## config.mk

```make
export PLATFORM = sky130hd
export DESIGN_NAME = lmphs_clamp
export DESIGN_NICKNAME = d
export VERILOG_FILES = /design/src/sv/lmphs_pkg.sv /design/src/sv/lmphs_clamp.sv
export SDC_FILE = /design/constraint.sdc
export NUM_CORES = 1
export LEC_CHECK = 0
export BUFFER_PORTS_ARGS = -buffer_cell sky130_fd_sc_hd__buf_2
export CAP_MARGIN = 30
export CORE_MARGIN = 5
export CORE_UTILIZATION = 40
export DETAILED_ROUTE_END_ITERATION = 7
export PLACE_DENSITY = 0.92
export SLEW_MARGIN = 20
export SYNTH_ARGS = -nofsm -noshare
export SYNTH_HDL_FRONTEND = slang
export SYNTH_SLANG_ARGS = --single-unit
```

## constraint.sdc

```tcl
create_clock -name vclk -period 5.47
set_clock_uncertainty 0.2 [all_clocks]
set_input_delay 0.8205 -clock vclk [all_inputs]
set_output_delay 0.8205 -clock vclk [all_outputs]
set_load 0.05 [all_outputs]
```

## src/sv/lmphs_pkg.sv

```systemverilog
`timescale 1ns / 1ps
package lmphs_pkg;

	localparam int LEVEL_W   = 17;
	localparam int STAMP_W   = 32;
	localparam int COEF_W    = 16;
	localparam int DB_W      = 9;
	localparam int HOLD_W    = 16;
	localparam int RATE_W    = 10;
	localparam int S_TDATA_W = 72;
	localparam int M_TDATA_W = 40;

	localparam int CFG_INDEX_W = 3;
	localparam int CFG_DATA_W  = 16;

	// floor(x / 1000) == (x * DIV1000_RECIP) >> DIV1000_SHIFT, exact for x < 2^19,
	// never low above that
	localparam int DIV1000_SHIFT = 29;
	localparam int RATE_SCALED_W = 30;
	localparam logic [19:0] DIV1000_RECIP = 20'd536871;

	localparam logic signed [17:0] OFFSET_Q8 = 18'sd3584;

	localparam logic signed [DB_W-1:0] RST_FLOOR = -9'sd121;
	localparam logic signed [DB_W-1:0] RST_CEIL  = -9'sd33;
	localparam logic [HOLD_W-1:0]      RST_HOLD  = 16'd1500;
	localparam logic [RATE_W-1:0]      RST_RATE  = 10'd20;

	typedef enum logic [CFG_INDEX_W-1:0] {
		REG_ATTEN  = 3'd0,
		REG_PREAMP = 3'd1,
		REG_FLOOR  = 3'd2,
		REG_CEIL   = 3'd3,
		REG_HOLD   = 3'd4,
		REG_RATE   = 3'd5
	} cfg_reg_t;

	typedef struct packed {
		logic                     atten_on;
		logic                     preamp_on;
		logic signed [DB_W-1:0]   floor_db;
		logic signed [DB_W-1:0]   ceiling_db;
		logic [HOLD_W-1:0]        hold_ms;
		logic [RATE_SCALED_W-1:0] rate_scaled; // decay_rate * DIV1000_RECIP
	} cfg_t;

endpackage

```

## src/sv/lmphs_clamp.sv

```systemverilog
`timescale 1ns / 1ps
module lmphs_clamp (
	input  lmphs_pkg::cfg_t                         cfg,
	input  logic signed [lmphs_pkg::LEVEL_W-1:0]    level_db,
	output logic signed [lmphs_pkg::LEVEL_W-1:0]    clamped_db
);

	logic signed [17:0] off_lvl;
	logic signed [17:0] flo_q8;
	logic signed [17:0] cei_q8;

	always_comb begin
		off_lvl = $signed({level_db[16], level_db});
		if (cfg.atten_on) begin
			off_lvl = off_lvl + lmphs_pkg::OFFSET_Q8;
		end
		if (cfg.preamp_on) begin
			off_lvl = off_lvl - lmphs_pkg::OFFSET_Q8;
		end
		flo_q8 = $signed({cfg.floor_db[8], cfg.floor_db, 8'b0});
		cei_q8 = $signed({cfg.ceiling_db[8], cfg.ceiling_db, 8'b0});
		// floor wins when floor sits above ceiling
		if (off_lvl < flo_q8) begin
			clamped_db = flo_q8[16:0];
		end else if (off_lvl > cei_q8) begin
			clamped_db = cei_q8[16:0];
		end else begin
			clamped_db = off_lvl[16:0];
		end
	end

endmodule

```

==> metrics.md <==
| Metric | Value |
|---|---|
| Status | `complete, no violations` |
| Hold Buf Count CTS | `0` |
| Seq_cells | `0` |
| Via count | `1244` |
| Final TNS setup | `0 ns` |
| Antenna violations before repair | `0` |
| First-pass GRT wire length | `4700 um` |
| CP delay by family, top | `compound AO/OA/AOI/OAI gates` |
| Placed cells | `240` |
| Synth Area per Inst | `7.00 um2` |
| Fill cells | `265` |
| Final Critical Period | `5.25 ns` |
| Crit-path max FO | `20` |
| Rel. slew slack | `78.3%` |
| Crit end category | `output port` |
| Fin. max-slew vios | `0` |
| Sequential-to-total area share from yosys stat | `0%` |
| Initial core utilization | `40.9%` |
| Layout clock buffer count | `0` |
| Pre-CTS setup slack | `0.0395 ns` |
| Crit-path cells | `buf_2, inv_1, ha_1, a21oi_2, ha_1, inv_1, o211a_1, and3_1, xnor2_2, ha_1, nand2_1, or3_1, o221ai_1, a221o_1, buf_6, o21ai_0, o22ai_1, clkbuf_4` |
| Post-layout util | `54.9%` |
| Synth unique cells | `41` |
| Min-Delay Path Class | `primary input to output port` |
| CP arrival | `4.23 ns` |
| Finished Layout Cells | `243` |
| Die Wd | `62.4 um` |
| P&R area growth vs syn | `34.2%` |
| Final wirelength | `2950 um` |
| Synth Instances | `157` |
| Critical path type | `primary input to output port` |
| Iteration-0 DRC Markers | `37` |
| Antenna Nets Post-Route | `0` |
| Measured slew at the worst slew-check pin | `0.324 ns` |
| Tcrit/Tclk final | `95.9%` |
| PD cells | `191 nW/um2` |
| Leak | `0.845 nW` |
| Largest net degree at the start of global routing | `21` |
| Remaining Overflow, GRT | `0` |
| Maxcap violations | `0` |
| Total Power | `0.282 mW` |
| Synth Cell Area | `1100 um2` |
| IO Pins | `100` |
| Vias in the first global route | `1209` |
| Final Hold Fails | `0` |
| Final Wtd Congestion | `0.813` |
| Port bufs | `54` |
| YS warnings | `0` |
| CP bufs+invs | `5` |
| Core area | `2690 um2` |
| Critical Path Max Stage Delay | `0.33 ns` |
| Mapped Nets | `261` |
| Max Clock Freq | `0.191 GHz` |
| Site row count | `19` |
| Maximum VDD drop | `0.000164 V` |
| Nets | `318` |
| DR DRC count | `0` |
| Max stage delay cell, worst path | `ha_1` |
| Routed wire per std cell | `12.2 um` |
| GR Util All Layers | `13.3%` |
| Synth area leaders | `ha_1 (24%), inv_1 (7.9%), a21oi_1 (6.4%), mux2i_1 (6.4%), and3_1 (5.7%)` |
| Die Ht | `62.4 um` |
| Share of cells above drive strength 1 | `33.0%` |
| DP HPWL | `2540 um` |
| Setup violators final | `0` |
| Most used cell along the critical path | `ha_1` |
| Worst setup SP type | `primary input` |
| FF/Latch Area | `0 um2` |
| Synth top area share | `23.9%` |
| Post-layout worst setup margin | `0.223 ns` |
| Footprint of the multi-input gates | `1010 um2` |
| Die area | `3890 um2` |
| Via/cell ratio | `5.12` |
| Worst path required time | `4.45 ns` |
| Diode count | `0` |
| Area leader, netlist | `ha_1` |
| DR pass1 iterations | `4` |
-- cell families (layout without fill, tap and decap cells) --
family	after synthesis	in the layout	share of synthesized area [%]
buffers and inverters	28	83	9.91
muxes	8	8	7.40
adders and majority gates	21	21	23.9
AOI/OAI and AO/OA	35	35	21.4
and+or+nand+nor	52	52	27.0
xor gates and xnor gates	13	13	10.4
-- path summary, 6_finish.rpt --
kind	from	to	slack, ns	cells past startpoint
worst max-delay path	level_db[9]	clamped_db[10]	0.22	18
worst min-delay path	cfg[55]	clamped_db[8]	1.87	4
-- per-stage QoR --
stage               cell area, um2  hold slack (ns)
floorplan                     1100             1.72
global placement              1410             1.87
detailed placement            1410             1.87
CTS                           1410             1.87
global route                  1470             1.88
finish                        1470             1.87
-- synthesized netlist by cell type (3+ instances only) --
library cell	count
a21oi_1	14
xnor2_1	6
nand2_1	7
ha_1	21
buf_2	3
and3_1	10
a211o_1	3
mux2i_1	7
nor2b_1	3
nand3_1	3
nor3_1	3
xor2_1	7
nor2_1	12
o21ai_0	3
inv_1	23
-- per-layer routing --
metal  track usage, %  routed length, um
met4             2.39                 19
met1             17.5               1400
met5                0                  0
met2             23.3               1380
met3             1.62                155
-- power by group --
part / switching [mW] / internal (mW)
Clock: 0 / 0
Combinational: 0.178 / 0.104
Sequential: 0 / 0
Total: 0.178 / 0.104
-- cells in the final DEF, fill, tap and decap left out, types with 3 or more instances in the layout --
| master | count |
|---|---|
| ha_1 | 21 |
| nor2_1 | 12 |
| a211o_1 | 3 |
| clkbuf_4 | 5 |
| buf_2 | 48 |
| xnor2_1 | 5 |
| and3_1 | 10 |
| nand2_1 | 7 |
| nand3_1 | 3 |
| mux2i_1 | 7 |
| xor2_1 | 7 |
| nor3_1 | 3 |
| buf_4 | 5 |
| a21oi_1 | 13 |
| nor2b_1 | 3 |
| inv_1 | 23 |
-- repair_timing --
item	in CTS	in global routing
setup endpoints to repair	0	17
setup buffers	0	2
endpoints found under the hold margin	0	0
gates resized for setup	0	17
-- area by class of cell --
type | count | area share [%]
inverters | 23 | 5.86
multi-input cells | 129 | 68.6
well taps | 31 | 2.63
repair buffers | 60 | 22.9
Power figures use the tool's default switching activity.
