## config.mk

```make
export PLATFORM = sky130hd
export DESIGN_NAME = lmphs_cfg_regs
export DESIGN_NICKNAME = d
export VERILOG_FILES = /design/src/sv/lmphs_pkg.sv /design/src/sv/lmphs_cfg_regs.sv
export SDC_FILE = /design/constraint.sdc
export NUM_CORES = 1
export LEC_CHECK = 0
export BUFFER_PORTS_ARGS = -buffer_cell sky130_fd_sc_hd__buf_2
export CORE_AREA = 4 4 131 133
export DETAILED_ROUTE_END_ITERATION = 6
export DIE_AREA = 0 0 135 137
export SLEW_MARGIN = 20
export SYNTH_ARGS = -nofsm -noshare
export SYNTH_HDL_FRONTEND = slang
export SYNTH_SLANG_ARGS = --single-unit
```

## constraint.sdc

```tcl
create_clock -name clk -period 0.8 [get_ports clk]
set_input_delay 0.2 -clock clk [delete_from_list [all_inputs] [get_ports clk]]
set_output_delay 0.2 -clock clk [all_outputs]
set_load 0.02 [all_outputs]
```

## src/sv/lmphs_pkg.sv

```systemverilog
`timescale 1ns / 1ps
package lmphs_pkg;

	localparam int LEVEL_W   = 17;
	localparam int STAMP_W   = 32;
	localparam int COEF_W    = 16;
	localparam int DB_W      = 9;
	localparam int HOLD_W    = 16;
	localparam int RATE_W    = 10;
	localparam int S_TDATA_W = 72;
	localparam int M_TDATA_W = 40;

	localparam int CFG_INDEX_W = 3;
	localparam int CFG_DATA_W  = 16;

	// floor(x / 1000) == (x * DIV1000_RECIP) >> DIV1000_SHIFT, exact for x < 2^19,
	// never low above that
	localparam int DIV1000_SHIFT = 29;
	localparam int RATE_SCALED_W = 30;
	localparam logic [19:0] DIV1000_RECIP = 20'd536871;

	localparam logic signed [17:0] OFFSET_Q8 = 18'sd3584;

	localparam logic signed [DB_W-1:0] RST_FLOOR = -9'sd121;
	localparam logic signed [DB_W-1:0] RST_CEIL  = -9'sd33;
	localparam logic [HOLD_W-1:0]      RST_HOLD  = 16'd1500;
	localparam logic [RATE_W-1:0]      RST_RATE  = 10'd20;

	typedef enum logic [CFG_INDEX_W-1:0] {
		REG_ATTEN  = 3'd0,
		REG_PREAMP = 3'd1,
		REG_FLOOR  = 3'd2,
		REG_CEIL   = 3'd3,
		REG_HOLD   = 3'd4,
		REG_RATE   = 3'd5
	} cfg_reg_t;

	typedef struct packed {
		logic                     atten_on;
		logic                     preamp_on;
		logic signed [DB_W-1:0]   floor_db;
		logic signed [DB_W-1:0]   ceiling_db;
		logic [HOLD_W-1:0]        hold_ms;
		logic [RATE_SCALED_W-1:0] rate_scaled; // decay_rate * DIV1000_RECIP
	} cfg_t;

endpackage

```

## src/sv/lmphs_cfg_regs.sv

```systemverilog
`timescale 1ns / 1ps
module lmphs_cfg_regs (
	input  logic                                 clk,
	input  logic                                 arst_n,
	input  logic                                 cfg_valid,
	input  logic [lmphs_pkg::CFG_INDEX_W-1:0]    cfg_index,
	input  logic [lmphs_pkg::CFG_DATA_W-1:0]     cfg_data,
	output lmphs_pkg::cfg_t                      cfg
);

	lmphs_pkg::cfg_t cfg_q;

	always_ff @(posedge clk or negedge arst_n) begin
		if (!arst_n) begin
			cfg_q.atten_on    <= 1'b0;
			cfg_q.preamp_on   <= 1'b0;
			cfg_q.floor_db    <= lmphs_pkg::RST_FLOOR;
			cfg_q.ceiling_db  <= lmphs_pkg::RST_CEIL;
			cfg_q.hold_ms     <= lmphs_pkg::RST_HOLD;
			cfg_q.rate_scaled <= lmphs_pkg::RATE_SCALED_W'(lmphs_pkg::RST_RATE)
				* lmphs_pkg::RATE_SCALED_W'(lmphs_pkg::DIV1000_RECIP);
		end else if (cfg_valid) begin
			case (lmphs_pkg::cfg_reg_t'(cfg_index))
				lmphs_pkg::REG_ATTEN:  cfg_q.atten_on   <= cfg_data[0];
				lmphs_pkg::REG_PREAMP: cfg_q.preamp_on  <= cfg_data[0];
				lmphs_pkg::REG_FLOOR:  cfg_q.floor_db   <= $signed(cfg_data[lmphs_pkg::DB_W-1:0]);
				lmphs_pkg::REG_CEIL:   cfg_q.ceiling_db <= $signed(cfg_data[lmphs_pkg::DB_W-1:0]);
				lmphs_pkg::REG_HOLD:   cfg_q.hold_ms    <= cfg_data[lmphs_pkg::HOLD_W-1:0];
				lmphs_pkg::REG_RATE: begin
					// pre-scale so the per-item decay needs one multiply
					cfg_q.rate_scaled <=
						lmphs_pkg::RATE_SCALED_W'(cfg_data[lmphs_pkg::RATE_W-1:0])
						* lmphs_pkg::RATE_SCALED_W'(lmphs_pkg::DIV1000_RECIP);
				end
				default: ;
			endcase
		end
	end

	assign cfg = cfg_q;

endmodule

```

==> impl_metrics.csv, run 1 <==
group,metric,value,unit
outcome,outcome,"finished, violations left",
outcome,failed_checks,"negative setup slack",
sta,timing.final.max_slew_violations,0,
setup_path,worst-setup-path-type,"primary input to flip-flop",
die,chipHeight,137,um
die,number_of_top_level_pins,88,
min_path,holdCritPathClass,"primary input to flip-flop",
logic_synthesis,synth.largest_area_cell,"ha_1",
route,detailroute.via_count,4885,
finish,finalNetCount,967,
logic_synthesis,postSynthNetCount,699,
clock_network,cts_max_path_buffers,2,
setup_path,critical_path_arrival,4.13,ns
placed_design,port_buffers,87,
run,cap_viol_max_count,0,
finish,area_overhead_of_the_layout_relative_to_synthesis,67.7,%
sta,slew-limit-headroom,68.5,%
route,finalWirelength,16900,um
grt,gr-total-overflow,0,
logic_synthesis,synthCells,558,
logic_synthesis,synth.most_common_cell,"ha_1",
logic_synthesis,synth.top_cells.by_area,"ha_1 20%, dfrtp_1 15%, dfstp_2 15%, fa_1 11%, inv_1 5.8%",
sta,timing.clock.skew,0,ns
grt,grt_pass1_wl,26600,um
die,x_dimension_of_the_die,135,um
logic_synthesis,synth_enable_flop_cells,0,
sta,finalCritPeriodShare,484,%
clock_network,h_tree_level_count,3,
die,dieArea,18500,um^2
placed_design,detailed_place_hpwl,12600,um
finish,layout.filler_cells,1300,
grt,antenna_found_initial,0,
logic_synthesis,yosys_most_used_dff,"dfrtp_1",
logic_synthesis,synth.lib_cells_used.distinct,55,
sta,fin_crit,3.87,ns
logic_synthesis,synth.cell_area,5520,um^2
grt,grt_util_met1,22.9,%
setup_path,worstPathMaxFanout,3,
logic_synthesis,yosysTopAreaCellShare,20.4,%
clock_network,clock_tree.root_cell,"clkbuf_16",
route,initial_drt_markers,174,
logic_synthesis,synthArstFlopShare,100,%
clock_network,clock_sinks,66,
finish,final_layout_size_suffix_gt1_share,54.5,%
grt,grt_start_max_net_pins,44,
die,initial_utilization,34.9,%
finish,largest_register_ff_count,66,
logic_synthesis,syn_avg_cell_area,9.89,um^2
grt,track_usage,18.3,%
clock_network,cts_tree,"yes",
placed_design,post-place-ws,-3.46,ns
sta,final.setup.worst_slack,-3.07,ns
setup_path,endpoint_kind,"flip-flop",
clock_network,cts_buffers,9,
grt,global_route.usage.met3,3.86,%
power_and_ir_drop,power_density,2880,nW/um^2
sta,finalSetupViolCount,125,
placed_design,gp_routability_congestion,0.898,
logic_synthesis,synth.ff_latch_count,66,
die,core,15800,um^2
route,drtPass1Iterations,4,
sta,finalHoldViolCount,0,
grt,grt.busiest_layer,"met2",
sta,rsz0062_at_grt,"yes",
grt,grt_pass1_vias,5187,
logic_synthesis,yosys_warnings,0,
grt,use_met2,32.0,%
clock_network,clkLatencyLatePin,0.33,ns
route,antenna_left,0,
power_and_ir_drop,total_power,26600,uW
setup_path,setup.worst_path.start_class,"primary input",
route,drc,0,
route,post_drt_via_cell_ratio,4.67,
power_and_ir_drop,power.leakage,0.00456,uW
clock_network,clk_transition_reported_paths,0.05,ns
logic_synthesis,synth-seq-area-share,30.7,%
finish,finish.utilization,58.5,%
sta,tightestPinTransition,0.467,ns
logic_synthesis,netlist_top_cells_count,"90 x ha_1, 85 x inv_1, 66 x nand2_1, 42 x o21ai_0, 34 x dfrtp_1",
finish,antenna_cells,0,
power_and_ir_drop,max-vdd-ir-drop,1.53,mV
setup_path,worst-endpoint-required,1.06,ns
sta,fmax,258,MHz
die,std_cell_rows,46,
route,wire_per_inst,16.1,um
path summary, 6_finish.rpt:
kind | slack (ns) | to | cells past startpoint | start
setup / recovery | -3.07 | cfg[22]$_DFFE_PN0P_ | 16 | cfg_data[7]
hold / removal | 0.10 | cfg[41]$_DFFE_PN0P_ | 2 | cfg_data[11]
setup reg to reg | -0.12 | cfg[61]$_DFFE_PN0P_ | 2 | cfg[61]$_DFFE_PN0P_
hold reg to reg | 0.46 | cfg[2]$_DFFE_PN1P_ | 2 | cfg[2]$_DFFE_PN1P_
max in group asynchronous | 0.10 | cfg[2]$_DFFE_PN1P_ | 3 | arst_n
min in group asynchronous | 0.38 | cfg[41]$_DFFE_PN0P_ | 3 | arst_n
kinds of logic after synthesis:
| family | share of synthesized area (%) |
|---|---|
| adder cells (fa/ha/maj) | 30.9 |
| AO/OA/AOI/OAI | 13.7 |
| AND/OR/NAND/NOR | 8.64 |
| buffers and inverters | 7.05 |
| flip-flops | 30.7 |
| multiplexers | 5.49 |
| XOR/XNOR | 3.49 |
metal layers:
layer  part of all wire (%)  wire (um)  vias up
met2                     49       8330      109
li1                       -          -     2419
met1                     43       7330     2341
met4                    1.7        282        0
met5                      0          0        -
met3                    5.4        917       16
per-stage QoR:
step	hold slack, ns	TNS (ns)	area, um^2	cells
5_1_grt	0.0909	-99.72	9250	1047
6_report	0.101	-94.02	9250	1047
3_5_place_dp	0.197	-98.96	7730	983
4_1_cts	0.0846	-94.97	8960	1033
2_1_floorplan	-0.0956	-79.93	6080	558
3_3_place_gp	0.193	-98.10	7730	983
placed cells by master (no fill, tap or decap), drive strengths merged, types with 9 or more instances in the layout:
cell type and count:
buf 272, ha 90, dfrtp 34, o21ai 51
nand2 67, fa 29, a21oi 26, xnor2 13
clkbuf 11, nor2 13, inv 84, xor2 9
dfstp 32, mux2 26
timing repair:
item / CTS / global route
gates cloned: 1 / 1
buffers inserted: 32 / 21
endpoints found under the setup margin: 122 / 126
gates resized for setup: 202 / 51
hold endpoints to repair: 34 / 0
hold buffers: 1 / 0
pin swaps: 31 / 33
power breakdown:
| group | internal, uW | leakage [uW] | switching, uW |
|---|---|---|---|
| Sequential | 4680 | 0.000757 | 777 |
| Combinational | 9320 | 0.00367 | 8190 |
| Clock | 2160 | 0.000131 | 1470 |
| Total | 16200 | 0.00456 | 10400 |
critical path: stages:
cell	delay, ns
buf_8	0.10
fa_1	0.54
inv_2	0.04
fa_1	0.49
inv_2	0.04
fa_2	0.44
fa_1	0.60
ha_4	0.22
ha_4	0.27
o2111a_1	0.16
o31a_1	0.18
o2111ai_2	0.16
o211ai_2	0.27
a31oi_1	0.13
xor2_1	0.16
o21ai_1	0.13
layout make-up:
type                            instances  area, um^2  share of cell area, %
Clock buffer                           11         243                   2.62
Clock inverter                          5        30.0                  0.325
Inverter                               85         323                   3.49
Multi-Input combinational cell        391        4160                   44.9
Sequential cell                        66        1690                   18.3
Tap cell                              216         270                   2.92
Timing Repair Buffer                  273        2540                   27.4
(Power assumes the default switching activity.)
==> run 2: changes to the inputs <==
- clock period: 0.8 -> 4.7 ns (I/O delays scaled with it)
==> run 2 against run 1 <==
Against the previous run:
- the flow still finishes with violations (negative setup slack)
- non-clock buffer count shrank 92
- clock-buffer cell count shrank 1
- routed wire length shrank 14%
- global-route usage shrank 2.1 points
- clock power shrank 79%
- combinational power shrank 87%
- register-to-register slack gained 4.0 ns
- first-iteration DRC count shrank 39%
- flip-flop and latch count is the same
- setup slack gained 2.9 ns
- critical path type unchanged
- largest power group unchanged
- highest routed layer unchanged
==> impl_metrics.csv, run 2 (synthesis results as in run 1) <==
group,metric,value,unit
setup_path,rrSetupSlack,3.92,ns
grt,grt_pass1_wl,23700,um
outcome,failed_checks,"negative setup slack",
clock_network,clock_tree.root_cell,"clkbuf_16",
finish,final_common_cell,"buf_4",
finish,finalNetCount,874,
route,drtPass1Iterations,4,
setup_path,critical_path.reg2reg.endpoint,"cfg[21]$_DFFE_PN1P_",
sta,tightestPinTransition,0.922,ns
route,drc,0,
clock_network,h_tree_level_count,3,
finish,final_layout_size_suffix_gt1_share,40.8,%
power_and_ir_drop,power_density,536,nW/um^2
setup_path,worstPathMaxFanout,4,
sta,final.setup.worst_slack,-0.175,ns
grt,track_usage,16.3,%
route,initial_drt_markers,106,
die,dieArea,18500,um^2
grt,gr-total-overflow,0,
clock_network,clk_transition_reported_paths,0.05,ns
finish,finish.utilization,47.3,%
sta,smallest_hold_slack,0.457,ns
sta,rsz0062_at_grt,"yes",
setup_path,worst-setup-path-type,"primary input to flip-flop",
grt,antenna_found_initial,0,
finish,area_overhead_of_the_layout_relative_to_synthesis,35.7,%
sta,finalHoldViolCount,0,
finish,largest_register_ff_count,66,
setup_path,critical_path_arrival,5.10,ns
placed_design,port_buffers,87,
clock_network,cts_buffers,9,
setup_path,setup.worst_path.start_class,"primary input",
sta,finalCritPeriodShare,104,%
sta,timing.final.max_slew_violations,0,
clock_network,clkLatencyLatePin,0.34,ns
route,detailroute.via_count,4558,
route,wire_per_inst,15.3,um
finish,antenna_cells,0,
placed_design,gp_routability_congestion,0.875,
setup_path,worst-endpoint-required,4.93,ns
die,core,15800,um^2
placed_design,detailed_place_hpwl,12200,um
die,chipHeight,137,um
setup_path,crit_path_top_delay_cell,"fa_1",
run,cap_viol_max_count,0,
sta,finalSetupViolCount,14,
route,post_drt_via_cell_ratio,4.78,
outcome,outcome,"finished, violations left",
grt,grt_pass1_vias,4825,
power_and_ir_drop,power.leakage,0.00384,uW
setup_path,cp_slowest_stage_delay,0.56,ns
route,finalWirelength,14600,um
sta,timing.clock.skew,0,ns
sta,slew-limit-headroom,38.3,%
setup_path,endpoint_kind,"flip-flop",
setup_path,cpMostUsedCell,"fa_1",
setup_path,timing.rr.start,"cfg[21]$_DFFE_PN1P_",
die,initial_utilization,34.9,%
die,x_dimension_of_the_die,135,um
sta,fin_crit,4.87,ns
setup_path,reg2regPathDepth,2,
setup_path,crit_path_end,"cfg[28]$_DFFE_PN0P_",
die,number_of_top_level_pins,88,
clock_network,clock_sinks,66,
grt,grt_start_max_net_pins,37,
die,std_cell_rows,46,
clock_network,cts_max_path_buffers,2,
clock_network,cts_tree,"yes",
setup_path,worst_setup_path_startpoint,"cfg_data[7]",
power_and_ir_drop,max-vdd-ir-drop,0.264,mV
route,antenna_left,0,
sta,fmax,205,MHz
min_path,holdCritPathClass,"flip-flop to flip-flop",
finish,mostFrequentLayoutCells,"89 x buf_4, 85 x buf_2, 82 x inv_1, 82 x ha_1, 64 x nand2_1",
clock_network,cts_hold_repair.buffers,0,
setup_path,critical_path.cell_chain,"buf_8, fa_1, inv_2, fa_1, inv_2, fa_1, fa_1, ha_4, ha_4, o2111a_1, o31a_1, buf_4, o2111ai_2, nand2_2, o21bai_1, mux2i_1, nand2_1",
## run 2: cell count changes in the layout (fill, tap and decap cells not counted), sizes merged
cell,change
clkinv,-1
nand2,-1
clkinvlp,-2
dlygate4sd3,-1
inv,+1
clkbuf,-1
bufinv,+3
buf,-91
## run 2: worst max-delay path: cells and delay by family
| family | cells | cell delay [ns] |
|---|---|---|
| muxes | 1 | 0.20 |
| AOI/OAI and AO/OA | 4 | 0.62 |
| adders and majority gates | 6 | 2.59 |
| and+or+nand+nor | 2 | 0.18 |
| buffers and inverters | 4 | 0.34 |
## run 2: layout make-up
cell class,instances,area (um^2)
clock inverter,6,115
sequential,66,1690
fill,1480,8340
tap,216,270
multi-input combinational,390,3680
clock buffer,10,229
inverter,85,319
timing repair buffer,181,1180
## run 2: per-stage QoR
step                std cells  power, uW  setup TNS, ns  worst slack [ns]  cell area [um^2]
detailed placement        933       3070          -8.16            -0.563              6950
global route              954       4320          -4.33            -0.389              7490
floorplan                 558       2230         -0.712            -0.146              5640
global placement          933       3040          -8.13            -0.582              6950
CTS                       951       4010          -1.36            -0.205              7410
finish                    954       4010          -1.56            -0.175              7490
## run 2: how the worst min path moves through the flow
stage	startpoint	to	depth (start not counted)
2_1_floorplan	cfg[2]$_DFFE_PN1P_	cfg[2]$_DFFE_PN1P_	2
3_3_place_gp	cfg[3]$_DFFE_PN1P_	cfg[3]$_DFFE_PN1P_	2
3_5_place_dp	cfg[2]$_DFFE_PN1P_	cfg[2]$_DFFE_PN1P_	2
4_1_cts	cfg[2]$_DFFE_PN1P_	cfg[2]$_DFFE_PN1P_	2
5_1_grt	cfg[17]$_DFFE_PN1P_	cfg[17]$_DFFE_PN1P_	2
6_report	cfg[3]$_DFFE_PN1P_	cfg[3]$_DFFE_PN1P_	2
## run 2: where the power goes
| group | switching (uW) | total, uW | internal, uW |
|---|---|---|---|
| logic | 1270 | 2360 | 1090 |
| clock network | 260 | 779 | 519 |
| registers | 81.8 | 874 | 792 |
## run 2: repair_timing
| action | CTS | global route |
|---|---|---|
| buffers inserted | 2 | 3 |
| setup endpoints to repair | 14 | 19 |
| pin swaps | 14 | 2 |
| resized for setup | 26 | 15 |
## run 2: per-layer routing
layer	global-route usage [%]	routed length (um)	vias to the layer above
met1	19.8	6320	2237
met4	5.71	219	0
met3	3.64	500	15
met2	28.4	7520	70
li1	-	-	2236
met5	0	0	-
==> run 3: changes to the inputs <==
- PLACE_DENSITY_LB_ADDON: unset -> 0.2
==> run 3 against run 2 <==
Against the previous run:
- largest cell class unchanged
- critical endpoint is now cfg[22]$_DFFE_PN0P_
- critical path depth decreased by 1
- non-clock buffer count decreased by 3
- highest routed layer unchanged
- the flow still finishes with violations (negative setup slack)
- clock-buffer cell count unchanged
- die area unchanged
==> impl_metrics.csv, run 3 (synthesis results as in run 1) <==
group,metric,value,unit
finish,seqCellArea,1690,um^2
route,drc,0,
power_and_ir_drop,power_density,519,nW/um^2
run,cap_viol_max_count,0,
clock_network,cts_tree,"yes",
finish,layout.filler_cells,1509,
route,post_drt_via_cell_ratio,4.69,
route,route.met3.wl,559,um
clock_network,cts_buffers,9,
grt,antenna_found_initial,0,
die,chipHeight,137,um
placed_design,gp_routability_congestion,0.863,
clock_network,h_tree_level_count,3,
power_and_ir_drop,max-vdd-ir-drop,0.248,mV
setup_path,worst_setup_path_startpoint,"cfg_data[7]",
sta,fin_crit,4.92,ns
setup_path,rrSetupSlack,3.92,ns
clock_network,cts_max_path_buffers,2,
setup_path,cp_slowest_stage_delay,0.56,ns
die,std_cell_rows,46,
sta,rsz0062_at_grt,"yes",
finish,antenna_cells,0,
setup_path,crit_path_top_delay_cell,"fa_1",
die,dieArea,18500,um^2
sta,tightestPinTransition,0.878,ns
clock_network,clock_tree.root_cell,"clkbuf_16",
setup_path,critical_path.cell_chain,"buf_8, fa_1, inv_2, fa_1, inv_2, fa_1, fa_1, ha_4, ha_4, o2111a_1, o31a_1, o2111ai_2, o211ai_2, a31oi_1, xor2_1, o21ai_1",
power_and_ir_drop,power.leakage,0.00378,uW
outcome,outcome,"finished, violations left",
route,wire_per_inst,14.6,um
route,met2RoutedLength,6790,um
setup_path,endpoint_kind,"flip-flop",
sta,smallest_hold_slack,0.459,ns
finish,layout.cell_area.non_filler,7350,um^2
route,top_layer_used,"met4",
setup_path,worst-endpoint-required,4.96,ns
setup_path,worstPathMaxFanout,4,
route,met1_length,6400,um
die,initial_utilization,34.9,%
sta,fmax,203,MHz
setup_path,worst-setup-path-type,"primary input to flip-flop",
grt,grt_start_max_net_pins,56,
die,number_of_top_level_pins,88,
finish,final_layout_size_suffix_gt1_share,40.3,%
setup_path,cpMostUsedCell,"fa_1",
route,drtPass1Iterations,4,
finish,final_common_cell,"buf_4",
power_and_ir_drop,total_power,3810,uW
placed_design,postPlaceCellArea,6920,um^2
die,core,15800,um^2
sta,slew-limit-headroom,41.2,%
route,antenna_left,0,
grt,grt_pass1_vias,4614,
finish,multi_input_comb_area,3630,um^2
finish,area_overhead_of_the_layout_relative_to_synthesis,33.3,%
outcome,failed_checks,"negative setup slack",
setup_path,timing.rr.start,"cfg[58]$_DFFE_PN0P_",
setup_path,critical_path_arrival,5.19,ns
min_path,min_from,"cfg[2]$_DFFE_PN1P_",
sta,finalHoldViolCount,0,
finish,finalNetCount,871,
route,initial_drt_markers,150,
route,detailroute.via_count,4464,
route,finalWirelength,13900,um
sta,finalCritPeriodShare,105,%
grt,grt_pass1_wl,22800,um
finish,largest_register_ff_count,66,
sta,timing.final.max_slew_violations,0,
placed_design,port_buffers,87,
min_path,holdCritPathClass,"flip-flop to flip-flop",
setup_path,cp.buffers_inverters,3,
sta,finalSetupViolCount,16,
placed_design,detailed_place_hpwl,11700,um
finish,mostFrequentLayoutCells,"89 x buf_4, 85 x buf_2, 82 x ha_1",
clock_network,clock_sinks,66,
grt,track_usage,15.7,%
grt,gr-total-overflow,0,
sta,final.setup.worst_slack,-0.222,ns
setup_path,setup.worst_path.start_class,"primary input",
clock_network,clkLatencyLatePin,0.34,ns
die,x_dimension_of_the_die,135,um
clock_network,clk_transition_reported_paths,0.05,ns
setup_path,cpLargestDelayFamily,"adder cells",
sta,timing.clock.skew,0,ns
run 3: cell count changes in the layout (fill, tap and decap cells not counted), moves of 2 or more:
| cell | before | now |
|---|---|---|
| o21ai_0 | 32 | 38 |
| o21ai_1 | 17 | 11 |
| buf_6 | 5 | 3 |
| bufinv_16 | 3 | 1 |
| clkinv_2 | 0 | 2 |
| xnor2_1 | 10 | 12 |
| xnor2_2 | 3 | 1 |
| xor2_1 | 7 | 9 |
| xor2_2 | 2 | 0 |
run 3: through the flow:
step                      cells  worst slack (ns)  util [%]  TNS, ns
after floorplan             558            -0.146         -   -0.712
after global placement      931            -0.544      43.7    -7.95
after detailed placement    931            -0.582      43.7    -8.62
after CTS                   948            -0.224      46.0    -2.01
after global routing        951            -0.395      46.5    -4.16
final                       951            -0.222      46.5    -1.75
run 3: final cells by class:
cell class,count,share of cell area (%)
Clock buffer,10,3.25
Clock inverter,6,0.885
Inverter,85,4.34
Multi-Input combinational cell,390,49.3
Sequential cell,66,23.0
Tap cell,216,3.67
Timing Repair Buffer,178,15.5
run 3: layer usage:
metal | vias up | track usage [%]
met4 | 0 | 4.59
met3 | 14 | 3.46
met1 | 2158 | 20.8
li1 | 2221 | -
met2 | 71 | 25.9
met5 | - | 0
run 3: repair_timing:
action	4_1_cts	5_1_grt
pin swaps	16	9
cloned	0	0
hold buffers	0	0
resized for setup	17	11
buffers inserted	1	3
setup endpoints to repair	15	19
run 3: final timing paths:
kind / cells after the start / end
hold / removal: 2 / cfg[2]$_DFFE_PN1P_
max in group asynchronous: 2 / cfg[40]$_DFFE_PN1P_
hold reg to reg: 2 / cfg[2]$_DFFE_PN1P_
setup / recovery: 16 / cfg[22]$_DFFE_PN0P_
min in group asynchronous: 1 / cfg[30]$_DFFE_PN0P_
setup reg to reg: 1 / cfg[58]$_DFFE_PN0P_
run 3: power breakdown:
part           total (uW)  internal, uW  switching [uW]  leakage [uW]
clock network         690           426             264      0.000149
logic                2250          1060            1190       0.00288
registers             872           792            79.6      0.000757
run 3: worst min-delay path: cells and delay by family (launching register included):
kind,cells,cell delay [ns]
flip-flops,1,0.36
AND/OR/NAND/NOR,2,0.10
